<file path="config.mk">
export PLATFORM = sky130hd
export DESIGN_NAME = min_tracking_stack_core
export DESIGN_NICKNAME = d
export VERILOG_FILES = /design/src/design/mts_pkg.sv /design/src/design/mts_store.sv /design/src/design/mts_ctrl.sv /design/src/design/min_tracking_stack_core.sv
export VERILOG_INCLUDE_DIRS = /design/src /design/src/design
export SDC_FILE = /design/constraint.sdc
export NUM_CORES = 2
export LEC_CHECK = 0
export ABC_CLOCK_PERIOD_IN_PS = 13900
export BUFFER_PORTS_ARGS = -buffer_cell sky130_fd_sc_hd__buf_2
export CELL_PAD_IN_SITES_DETAIL_PLACEMENT = 1
export CELL_PAD_IN_SITES_GLOBAL_PLACEMENT = 1
export CORE_MARGIN = 5
export CORE_UTILIZATION = 41
export CTS_CLUSTER_DIAMETER = 40
export CTS_CLUSTER_SIZE = 8
export DETAILED_ROUTE_END_ITERATION = 7
export GPL_ROUTABILITY_DRIVEN = 0
export GPL_TIMING_DRIVEN = 0
export HOLD_SLACK_MARGIN = 0.05
export PLACE_DENSITY_LB_ADDON = 0.1
export REMOVE_ABC_BUFFERS = 1
export SYNTH_ARGS = -nofsm -noshare
export SYNTH_HDL_FRONTEND = slang
export SYNTH_SLANG_ARGS = --single-unit
</file>
<file path="constraint.sdc">
create_clock -name i_clk -period 13.9 [get_ports i_clk]
set_input_delay 0.695 -clock i_clk [delete_from_list [all_inputs] [get_ports i_clk]]
set_output_delay 0.695 -clock i_clk [all_outputs]
set_load 0.02 [all_outputs]
</file>
<file path="src/design/min_tracking_stack_core_defines.svh">
// ----------------------------------------------------------------------------
// min_tracking_stack_core_defines
// assertion macros shared by the min tracking stack modules
// ----------------------------------------------------------------------------
`ifndef MIN_TRACKING_STACK_CORE_DEFINES_SVH
`define MIN_TRACKING_STACK_CORE_DEFINES_SVH

`ifndef ASSERT_OFF

// property must hold at every clock edge out of reset
`define MTS_ASSERT(lbl, clk, rstn, prop) \
    lbl: assert property (@(posedge clk) disable iff (!(rstn)) (prop)) \
        else $error("mts assertion failed");

// consequent must hold in the cycle after the antecedent
`define MTS_ASSERT_NEXT(lbl, clk, rstn, ante, cons) \
    lbl: assert property (@(posedge clk) disable iff (!(rstn)) (ante) |=> (cons)) \
        else $error("mts assertion failed");

`else

`define MTS_ASSERT(lbl, clk, rstn, prop)
`define MTS_ASSERT_NEXT(lbl, clk, rstn, ante, cons)

`endif

`endif

</file>
<file path="src/design/mts_pkg.sv">
// ----------------------------------------------------------------------------
// mts_pkg
// shared types and codes of the min tracking stack
// ----------------------------------------------------------------------------
`default_nettype none

package mts_pkg;

    localparam int DATA_W = 32;

    // action codes; the unused code behaves as a peek
    localparam logic [1:0] ACT_PUSH = 2'd0;
    localparam logic [1:0] ACT_POP  = 2'd1;
    localparam logic [1:0] ACT_PEEK = 2'd2;

    // status codes
    localparam logic [1:0] ST_OK        = 2'd0;
    localparam logic [1:0] ST_UNDERFLOW = 2'd1;
    localparam logic [1:0] ST_OVERFLOW  = 2'd2;

    localparam logic [DATA_W-1:0] ALL_ONES = '1;

    typedef enum logic {
        S_IDLE,
        S_EXEC
    } t_state;

    typedef struct packed {
        logic [1:0]               status;
        logic                     empty_res;
        logic signed [DATA_W-1:0] min_value;
        logic signed [DATA_W-1:0] top_value;
        logic signed [DATA_W-1:0] popped_value;
    } t_result;

endpackage

`default_nettype wire

</file>
<file path="src/design/mts_store.sv">
// ----------------------------------------------------------------------------
// mts_store
// entry memory: value and running minimum per entry, one write and one
// registered read port
// ----------------------------------------------------------------------------
`default_nettype none

module mts_store #(
    parameter int DEPTH = 64
) (
    input  wire logic                                 i_clk,
    input  wire logic                                 i_rd_en,
    input  wire logic [$clog2(DEPTH)-1:0]             i_rd_addr,
    output logic      [2*mts_pkg::DATA_W-1:0]         o_rd_data,
    input  wire logic                                 i_wr_en,
    input  wire logic [$clog2(DEPTH)-1:0]             i_wr_addr,
    input  wire logic [2*mts_pkg::DATA_W-1:0]         i_wr_data
);
    import mts_pkg::*;

    logic [2*DATA_W-1:0] r_mem [DEPTH];

    always_ff @(posedge i_clk) begin
        if (i_wr_en) begin
            r_mem[i_wr_addr] <= i_wr_data;
        end
    end

    always_ff @(posedge i_clk) begin
        if (i_rd_en) begin
            o_rd_data <= r_mem[i_rd_addr];
        end
    end

endmodule

`default_nettype wire

</file>
<file path="src/design/mts_ctrl.sv">
// ----------------------------------------------------------------------------
// mts_ctrl
// sequencer and top-of-stack cache: reads the entry below the top on a pop,
// writes pushed entries back to the memory
// ----------------------------------------------------------------------------
`default_nettype none
`include "min_tracking_stack_core_defines.svh"

module mts_ctrl #(
    parameter int DEPTH = 64
) (
    input  wire logic                                 i_clk,
    input  wire logic                                 i_rst_n,
    input  wire logic                                 i_valid,
    output logic                                      o_ready,
    input  wire logic [1:0]                           i_action,
    input  wire logic signed [mts_pkg::DATA_W-1:0]    i_value,
    output logic                                      o_res_valid,
    input  wire logic                                 i_res_ready,
    output mts_pkg::t_result                          o_res,
    output logic                                      o_rd_en,
    output logic      [$clog2(DEPTH)-1:0]             o_rd_addr,
    input  wire logic [2*mts_pkg::DATA_W-1:0]         i_rd_data,
    output logic                                      o_wr_en,
    output logic      [$clog2(DEPTH)-1:0]             o_wr_addr,
    output logic      [2*mts_pkg::DATA_W-1:0]         o_wr_data
);
    import mts_pkg::*;

    localparam int AW = $clog2(DEPTH);
    localparam int CW = $clog2(DEPTH + 1);
    localparam logic [CW-1:0] FULL_COUNT = CW'(DEPTH);

    t_state r_state, n_state;
    logic [CW-1:0] r_count, n_count;
    logic signed [DATA_W-1:0] r_top_val, n_top_val;
    logic signed [DATA_W-1:0] r_top_min, n_top_min;
    logic [1:0] r_action;
    logic signed [DATA_W-1:0] r_value;

    logic w_accept;
    logic w_fire;
    logic w_push;
    logic w_empty;
    logic w_full;
    logic [CW-1:0] w_cnt_m2;
    logic signed [DATA_W-1:0] w_push_min;
    t_result w_res;

    assign w_accept = i_valid && o_ready;
    assign w_fire   = (r_state == S_EXEC) && i_res_ready;
    assign w_empty  = (r_count == '0);
    assign w_full   = (r_count == FULL_COUNT);
    assign w_cnt_m2 = r_count - CW'(2);

    // next state
    always_comb begin
        n_state = r_state;
        unique case (r_state)
            S_IDLE: begin
                if (w_accept) begin
                    n_state = S_EXEC;
                end
            end
            S_EXEC: begin
                if (i_res_ready) begin
                    n_state = S_IDLE;
                end
            end
            default: n_state = S_IDLE;
        endcase
    end

    // state outputs
    always_comb begin
        o_ready     = (r_state == S_IDLE);
        o_res_valid = (r_state == S_EXEC);
    end

    // entry below the top is fetched while the item is taken
    assign o_rd_en   = w_accept && (i_action == ACT_POP) && (r_count > CW'(1));
    assign o_rd_addr = w_cnt_m2[AW-1:0];

    assign w_push_min = (!w_empty && (r_value > r_top_min)) ? r_top_min : r_value;

    always_comb begin
        n_count   = r_count;
        n_top_val = r_top_val;
        n_top_min = r_top_min;
        w_push    = 1'b0;
        w_res     = '0;
        w_res.popped_value = ALL_ONES;
        w_res.status       = ST_OK;
        unique case (r_action)
            ACT_PUSH: begin
                if (w_full) begin
                    w_res.status = ST_OVERFLOW;
                end else begin
                    w_push    = 1'b1;
                    n_count   = r_count + CW'(1);
                    n_top_val = r_value;
                    n_top_min = w_push_min;
                end
            end
            ACT_POP: begin
                if (w_empty) begin
                    w_res.status = ST_UNDERFLOW;
                end else begin
                    w_res.popped_value = r_top_val;
                    n_count = r_count - CW'(1);
                    n_top_val = i_rd_data[DATA_W-1:0];
                    n_top_min = i_rd_data[2*DATA_W-1:DATA_W];
                end
            end
            default: begin
                if (w_empty) begin
                    w_res.status = ST_UNDERFLOW;
                end
            end
        endcase
        if (n_count == '0) begin
            w_res.top_value = ALL_ONES;
            w_res.min_value = ALL_ONES;
            w_res.empty_res = 1'b1;
        end else begin
            w_res.top_value = n_top_val;
            w_res.min_value = n_top_min;
            w_res.empty_res = 1'b0;
        end
    end

    assign o_res     = w_res;
    assign o_wr_en   = w_fire && w_push;
    assign o_wr_addr = r_count[AW-1:0];
    assign o_wr_data = {w_push_min, r_value};

    always_ff @(posedge i_clk) begin
        if (!i_rst_n) begin
            r_state <= S_IDLE;
            r_count <= '0;
        end else begin
            r_state <= n_state;
            if (w_fire) begin
                r_count <= n_count;
            end
        end
    end

    always_ff @(posedge i_clk) begin
        if (w_accept) begin
            r_action <= i_action;
            r_value  <= i_value;
        end
        if (w_fire) begin
            r_top_val <= n_top_val;
            r_top_min <= n_top_min;
        end
    end

    `MTS_ASSERT(a_count_bound, i_clk, i_rst_n, r_count <= FULL_COUNT)
    `MTS_ASSERT(a_no_rd_wr_overlap, i_clk, i_rst_n, !(o_rd_en && o_wr_en))
    `MTS_ASSERT_NEXT(a_accept_to_exec, i_clk, i_rst_n, w_accept, r_state == S_EXEC)
    `MTS_ASSERT_NEXT(a_count_holds, i_clk, i_rst_n, !w_fire, $stable(r_count))

endmodule

`default_nettype wire

</file>
<file path="src/design/min_tracking_stack_core.sv">
// ----------------------------------------------------------------------------
// min_tracking_stack_core
// lifo of signed 32-bit words that also reports the minimum of all entries
//
//   channel  dir  word fields (lsb first)
//   s_axis   in   action[1:0], value[33:2], zero pad to 40 bits
//   m_axis   out  popped_value[31:0], top_value[63:32], min_value[95:64],
//                 empty_res[96], status[98:97], zero pad to 104 bits
//
// each word is taken in the idle state, which also fetches the entry below the
// top from the memory; the exec state updates the top registers and writes back
// the result sits in an output register; a new word is taken while it waits
// a stalled output holds the update cycle until the register frees
// synchronous active-low reset empties the stack; memory is not cleared
// ----------------------------------------------------------------------------
`default_nettype none

module min_tracking_stack_core #(
    parameter int DEPTH = 64
) (
    input  wire logic          i_clk,
    input  wire logic          i_rst_n,
    input  wire logic          i_s_axis_tvalid,
    output logic               o_s_axis_tready,
    input  wire logic [39:0]   i_s_axis_tdata,   // action, value
    output logic               o_m_axis_tvalid,
    input  wire logic          i_m_axis_tready,
    output logic      [103:0]  o_m_axis_tdata    // popped, top, min, empty, status
);
    import mts_pkg::*;

    localparam int AW = $clog2(DEPTH);

    logic                     w_res_valid;
    logic                     w_res_ready;
    t_result                  w_res;
    logic                     w_rd_en;
    logic [AW-1:0]            w_rd_addr;
    logic [2*DATA_W-1:0]      w_rd_data;
    logic                     w_wr_en;
    logic [AW-1:0]            w_wr_addr;
    logic [2*DATA_W-1:0]      w_wr_data;

    logic    r_out_valid;
    t_result r_out_res;

    assign w_res_ready = !r_out_valid || i_m_axis_tready;

    mts_ctrl #(
        .DEPTH (DEPTH)
    ) u_ctrl (
        .i_clk       (i_clk),
        .i_rst_n     (i_rst_n),
        .i_valid     (i_s_axis_tvalid),
        .o_ready     (o_s_axis_tready),
        .i_action    (i_s_axis_tdata[1:0]),
        .i_value     (i_s_axis_tdata[33:2]),
        .o_res_valid (w_res_valid),
        .i_res_ready (w_res_ready),
        .o_res       (w_res),
        .o_rd_en     (w_rd_en),
        .o_rd_addr   (w_rd_addr),
        .i_rd_data   (w_rd_data),
        .o_wr_en     (w_wr_en),
        .o_wr_addr   (w_wr_addr),
        .o_wr_data   (w_wr_data)
    );

    mts_store #(
        .DEPTH (DEPTH)
    ) u_store (
        .i_clk     (i_clk),
        .i_rd_en   (w_rd_en),
        .i_rd_addr (w_rd_addr),
        .o_rd_data (w_rd_data),
        .i_wr_en   (w_wr_en),
        .i_wr_addr (w_wr_addr),
        .i_wr_data (w_wr_data)
    );

    always_ff @(posedge i_clk) begin
        if (!i_rst_n) begin
            r_out_valid <= 1'b0;
        end else if (w_res_ready) begin
            r_out_valid <= w_res_valid;
        end
    end

    always_ff @(posedge i_clk) begin
        if (w_res_ready && w_res_valid) begin
            r_out_res <= w_res;
        end
    end

    assign o_m_axis_tvalid = r_out_valid;
    assign o_m_axis_tdata  = {5'd0, r_out_res.status, r_out_res.empty_res,
                              r_out_res.min_value, r_out_res.top_value,
                              r_out_res.popped_value};

endmodule

`default_nettype wire

</file>
Word-level counts from Yosys, hierarchy flattened
Memories as Yosys holds them, arrays and structs flattened. A register that Yosys moved wholly into a read port is not among the register bits.
Cells that the tools add are included.
{ "op_classes": {"reduce_logical": 13, "n_eq_ne": 3, "n_mux": 21, "bitwise": 2, "addsub": 3, "magnitude_cmp": 2} }
{ "ops": {"columns": ["cell", "n"], "rows": [
  ["32-bit 2-to-1 mux", 5],
  ["32-bit one-hot mux with 2 select lines", 2],
  ["65-bit 2-to-1 mux", 1],
  ["32-bit > comparator", 1],
  ["7-bit zero test", 2],
  ["7-bit 2-to-1 mux", 2],
  ["7-bit one-hot mux with 2 select lines", 1],
  ["7-bit by 1-bit adder with 7-bit output, second input constant", 1],
  ["7-bit equality test, second input constant", 1],
  ["7-bit by 1-bit > comparator with 1-bit output, second input constant", 1],
  ["1-bit 2-to-1 mux", 7],
  ["7-bit by 1-bit subtractor with 7-bit output, second input constant", 1],
  ["1-bit logical AND", 6],
  ["6-bit by 2-bit subtractor with 6-bit output, second input constant", 1],
  ["2-bit by 1-bit equality test with 1-bit output, second input constant", 2],
  ["2-bit 2-to-1 mux", 2],
  ["1-bit zero test", 2],
  ["2-bit zero test", 1],
  ["1-bit NOT", 2],
  ["1-bit one-hot mux with 2 select lines", 1],
  ["2-bit OR reduction", 1],
  ["1-bit logical OR", 1]
]} }
{ "word_totals": {"register_bits": 206, "mem_count": 1, "output_inout_bits": 106, "elab_cells": 57, "input_bits": 44, "ram_bits": 4096} }
{ "memory_table": {"columns": ["memory", "words", "word_bits", "rd", "rd_ports_with_merged_regs", "wr", "line_no", "source"], "rows": [
  ["u_store.r_mem", 64, 64, 1, 1, 1, "mts_store.sv:21", "logic [2*DATA_W-1:0] r_mem [DEPTH];"]
]} }

Depth between registers and ports, before layout
{ "depth": {"depth_word": 7, "ltp_mapped": 17, "ltp_nobuf": 9} }

Cells and area by module
From an unflattened synthesis, not the netlist that was laid out.
{ "unflattened": {"hier_cells": 7560, "hier_area_um2": 167999.9} }
{ "modules_own_cells": {"columns": ["mod", "seq_area_each_um2", "cells_each", "area_per_inst_um2", "instances"], "rows": [
  ["mts_store", 124919.8, 6598, 156989.3, 1],
  ["mts_ctrl", 3103.0, 852, 7938.9, 1],
  ["min_tracking_stack_core", 2992.9, 110, 3071.7, 1]
]} }

Worst setup path before layout
Ideal clock, no wire load.
{ "synth_timing": {"kind": "input port to flip-flop", "startpoint": "input i_s_axis_tvalid", "endpoint": "register u_store.o_rd_data[0] (netlist name) (read register of u_store.r_mem) (enable)", "t_arrival_ns": 8.527, "t_required_ns": 13.256, "stages": 2, "setup_slack_ns": 4.730, "path_buffers": 0, "path_cell_list": "nor2b_1 > nor4bb_1"} }
{ "synth_via": {"elab_chain_len": 3} }
{ "synth_rtl": {"columns": ["element", "line_no", "source"], "rows": [
  ["start, declared", "min_tracking_stack_core.sv:23", "input wire logic i_s_axis_tvalid,"],
  ["1-bit logical AND", "mts_ctrl.sv:50", "assign w_accept = i_valid && o_ready;"],
  ["1-bit logical AND (2 in a row)", "mts_ctrl.sv:81", "assign o_rd_en = w_accept && (i_action == ACT_POP) && (r_count > CW'(1));"],
  ["named net u_ctrl.o_rd_en", "mts_ctrl.sv:21", "output logic o_rd_en,"],
  ["end, declared", "mts_store.sv:14", "output logic [2*mts_pkg::DATA_W-1:0] o_rd_data,"]
]} }
The timed path passes the listed nets, and every way through them passes these cells.
A chain may end at the register's enable or synchronous reset.

Worst setup path after layout
{ "layout_timing": {"startpoint": "register u_ctrl.r_value[18]", "endpoint": "memory u_store.r_mem[25][43] (netlist name) (data pin)"} }
{ "layout_via": {"elab_chain_len": 3} }
{ "layout_rtl": {"columns": ["element", "line_no", "source"], "rows": [
  ["start, declared", "mts_ctrl.sv:39", "logic signed [DATA_W-1:0] r_value;"],
  ["start signal, assigned", "mts_ctrl.sv:152", "r_value <= i_value;"],
  ["32-bit > comparator", "mts_ctrl.sv:84", "assign w_push_min = (!w_empty && (r_value > r_top_min)) ? r_top_min : r_value;"],
  ["1-bit logical AND", "mts_ctrl.sv:84", null],
  ["32-bit 2-to-1 mux", "mts_ctrl.sv:84", null],
  ["named net u_ctrl.o_wr_data, one bit", "mts_ctrl.sv:26", "output logic [2*mts_pkg::DATA_W-1:0] o_wr_data"],
  ["end, declared", "mts_store.sv:21", null]
]} }
The timed path passes the listed nets, and every way through them passes these cells.

==> flow_summary.yaml <==
outcome:
  outcome: "complete, but fails checks"
  violations: "capacitance limit, slew limit"
global_routing:
  grt.overflow.total: 0
  grt_pass1_vias: 87080
  grt_pass1_wl_um: 709500
  grt_max_degree: 76
  antenna_found_initial: 7
  grt_usage_pct: 24.07
sta:
  whs_ns: 0.3574
  final_hold_viol_count: 0
  tightestPinTransition_ns: 1.511
  rsz0062_at_grt: "no"
  worst_slack_ns: 7.233
  final-setup-viol-count: 0
  period_needed_ns: 6.667
  fmax_mhz: 150.0
  relSlewSlack_pct: -0.7012
  final.period_utilization_pct: 47.97
  maxSlewViolCount: 34
  tns_ns: 0
  fin_skew_ns: 0.04240
cts:
  cts_root_buffer: "clkbuf_16"
  cts_num_sinks: 4366
  cts_tree: "built"
  cts_buffer_depth: 4
  numCtsBuffers: 687
  clkLatencyLatePin_ns: 1.06
  clkSlewWorstSetupHoldPaths_ns: 0.05
  cts.htree.levels: 6
  cts_setup_buffers: 0
die:
  io_pins: 150
  fp.dieArea_um2: 421900
  initial_utilization_pct: 41.21
  rows: 234
  die_w_um: 649.6
  die_h_um: 649.6
  core-area_um2: 407000
route:
  first_iter_violations: 8625
  antenna_left: 0
  drc: 0
  vias: 81100
  wire_per_inst_um: 37.59
  viasPerCell: 5.932
  dr.pass1.iters: 5
  drt-total-wl_um: 513900
layout:
  nets: 7990
  area_growth_pct: 23.02
  final_cell_mix: "edfxtp_1 (4357), mux4_2 (1344), clkbuf_16 (694)"
  drive_above_1_share_pct: 36.26
  final_util_pct: 50.70
  final_common_cell: "edfxtp_1"
yosys:
  netlist_area_um2: 167700
  synth_ff_type: "edfxtp_1"
  avgSynthCellArea_um2: 24.42
  synth_edf_count: 4357
  async_reset_ff_share_pct: 0
  synth_warnings: 0
  netlist_instances: 6869
  ys_seq_area_share_pct: 78.12
  yosysUniqueCellTypes: 59
  ys_ff_latch: 4366
job:
  drv_cap: 1
place:
  dp_hpwl_um: 348400
  dpl_worst_slack_ns: 7.278
  io_buffers: 138
min_path:
  holdCritPathClass: "input port to flip-flop"
power:
  powerDensity_nw_per_um2: 158.4
  max-vdd-ir-drop_uv: 94.53
  p_leak_nw: 63.50
worst_setup_path:
  path_class: "flip-flop to flip-flop"
  cp-end-kind: "flip-flop"
  crit_fanout: 64
  cp_data_arrival_time_ns: 7.33
  startpoint_type: "flip-flop"
  required_ns: 14.56
## cell usage after synthesis, types with 20 or more instances
cell type / count / area share [%]
nor2_1: 206 / 0.46
buf_2: 97 / 0.29
edfxtp_1: 4357 / 78
o41ai_1: 32 / 0.17
a22oi_1: 32 / 0.14
nor3_1: 40 / 0.12
a2111oi_0: 32 / 0.17
nor4_1: 33 / 0.12
a221o_1: 34 / 0.20
ha_1: 40 / 0.30
mux2_2: 32 / 0.21
a21oi_1: 20 / 0.060
clkbuf_1: 226 / 0.51
inv_1: 41 / 0.092
mux4_2: 1344 / 18
nand2_1: 86 / 0.19
nand2b_1: 68 / 0.25
buf_1: 33 / 0.074
## path summary, 6_finish.rpt
kind | end | cells after the start | startpoint | slack [ns]
max | u_store.r_mem[25][43] | 9 | u_ctrl.r_value[18] | 7.23
min | u_ctrl.r_value[27] | 2 | i_s_axis_tdata[29] | 0.36
max reg2reg | u_store.r_mem[25][43] | 9 | u_ctrl.r_value[18] | 7.23
min reg2reg | o_m_axis_tdata[12] | 1 | u_ctrl.r_top_val[12] | 0.53
## power breakdown
group	leakage [nW]	switching, mW	internal (mW)
clock	9.74	5.76	9.47
combinational	14.5	1.49	0.981
sequential	39.2	0.0745	14.9
total	63.5	7.32	25.4
## critical path, stage by stage (launching register included)
cell and delay, ns:
edfxtp_1 0.79, ha_1 0.50, nand4_1 0.36, nor4_1 1.25, nor2_1 0.11, a31oi_1 0.35
o221a_2 1.30, nor2_4 0.16, buf_12 0.25, mux2_2 1.05
## stage by stage
stage / cell area, µm² / total power, mW / cells
floorplan: 166100 / 17.98 / 6503
global placement: 173600 / 20.08 / 12070
detailed placement: 185900 / 17.71 / 12610
CTS: 206300 / 33.01 / 13660
global route: 206300 / 33.75 / 13670
finish: 206300 / 32.69 / 13670
## timing repair
item / CTS / global route
hold endpoints to repair: 46 / 0
gates resized for setup: 0 / 0
hold buffers: 39 / 0
## cell families after synthesis
kind of cell               count (synthesis)  synth area share [%]
DFF                                     4366                 78.12
muxes                                   1379                 18.28
and+or+nand+nor                          473                 1.306
buffers and inverters                    413                 1.044
AOI/OAI and AO/OA                        191                0.9147
adders and majority gates                 40                0.2984
xor gates and xnor gates                   6               0.03133
other                                      1              0.002236
## per-layer routing
layer / vias to the layer above / share of wire [%] / track usage [%] / wire [µm]
met5: - / 0.0018 / 0 / 9
met4: 2 / 4.5 / 9.938 / 23020
met3: 1017 / 5.4 / 3.454 / 27640
met2: 3162 / 52 / 41.57 / 264700
met1: 44920 / 39 / 30.67 / 198500
li1: 32000 / - / - / -
## registers in the layout, indices dropped and copies added (netlist names)
register,flops
u_store.r_mem,4096
u_ctrl.r_value,32
u_ctrl.o_res_valid,1
u_ctrl.r_action,2
u_ctrl.r_top_min,32
u_ctrl.r_count,7
u_store.o_rd_data,64
u_ctrl.r_top_val,32
o_m_axis_tvalid,1
o_m_axis_tdata,99
## cell type report
cell class | instances | area, µm²
Sequential cell | 4366 | 131000
Clock inverter | 205 | 2161
Tap cell | 5428 | 6792
Antenna cell | 10 | 25.02
Fill cell | 34600 | 200700
Multi-Input combinational cell | 2094 | 35660
Inverter | 43 | 166.4
Clock buffer | 811 | 17840
Timing Repair Buffer | 714 | 12650
Power figures use the tool's default switching activity.
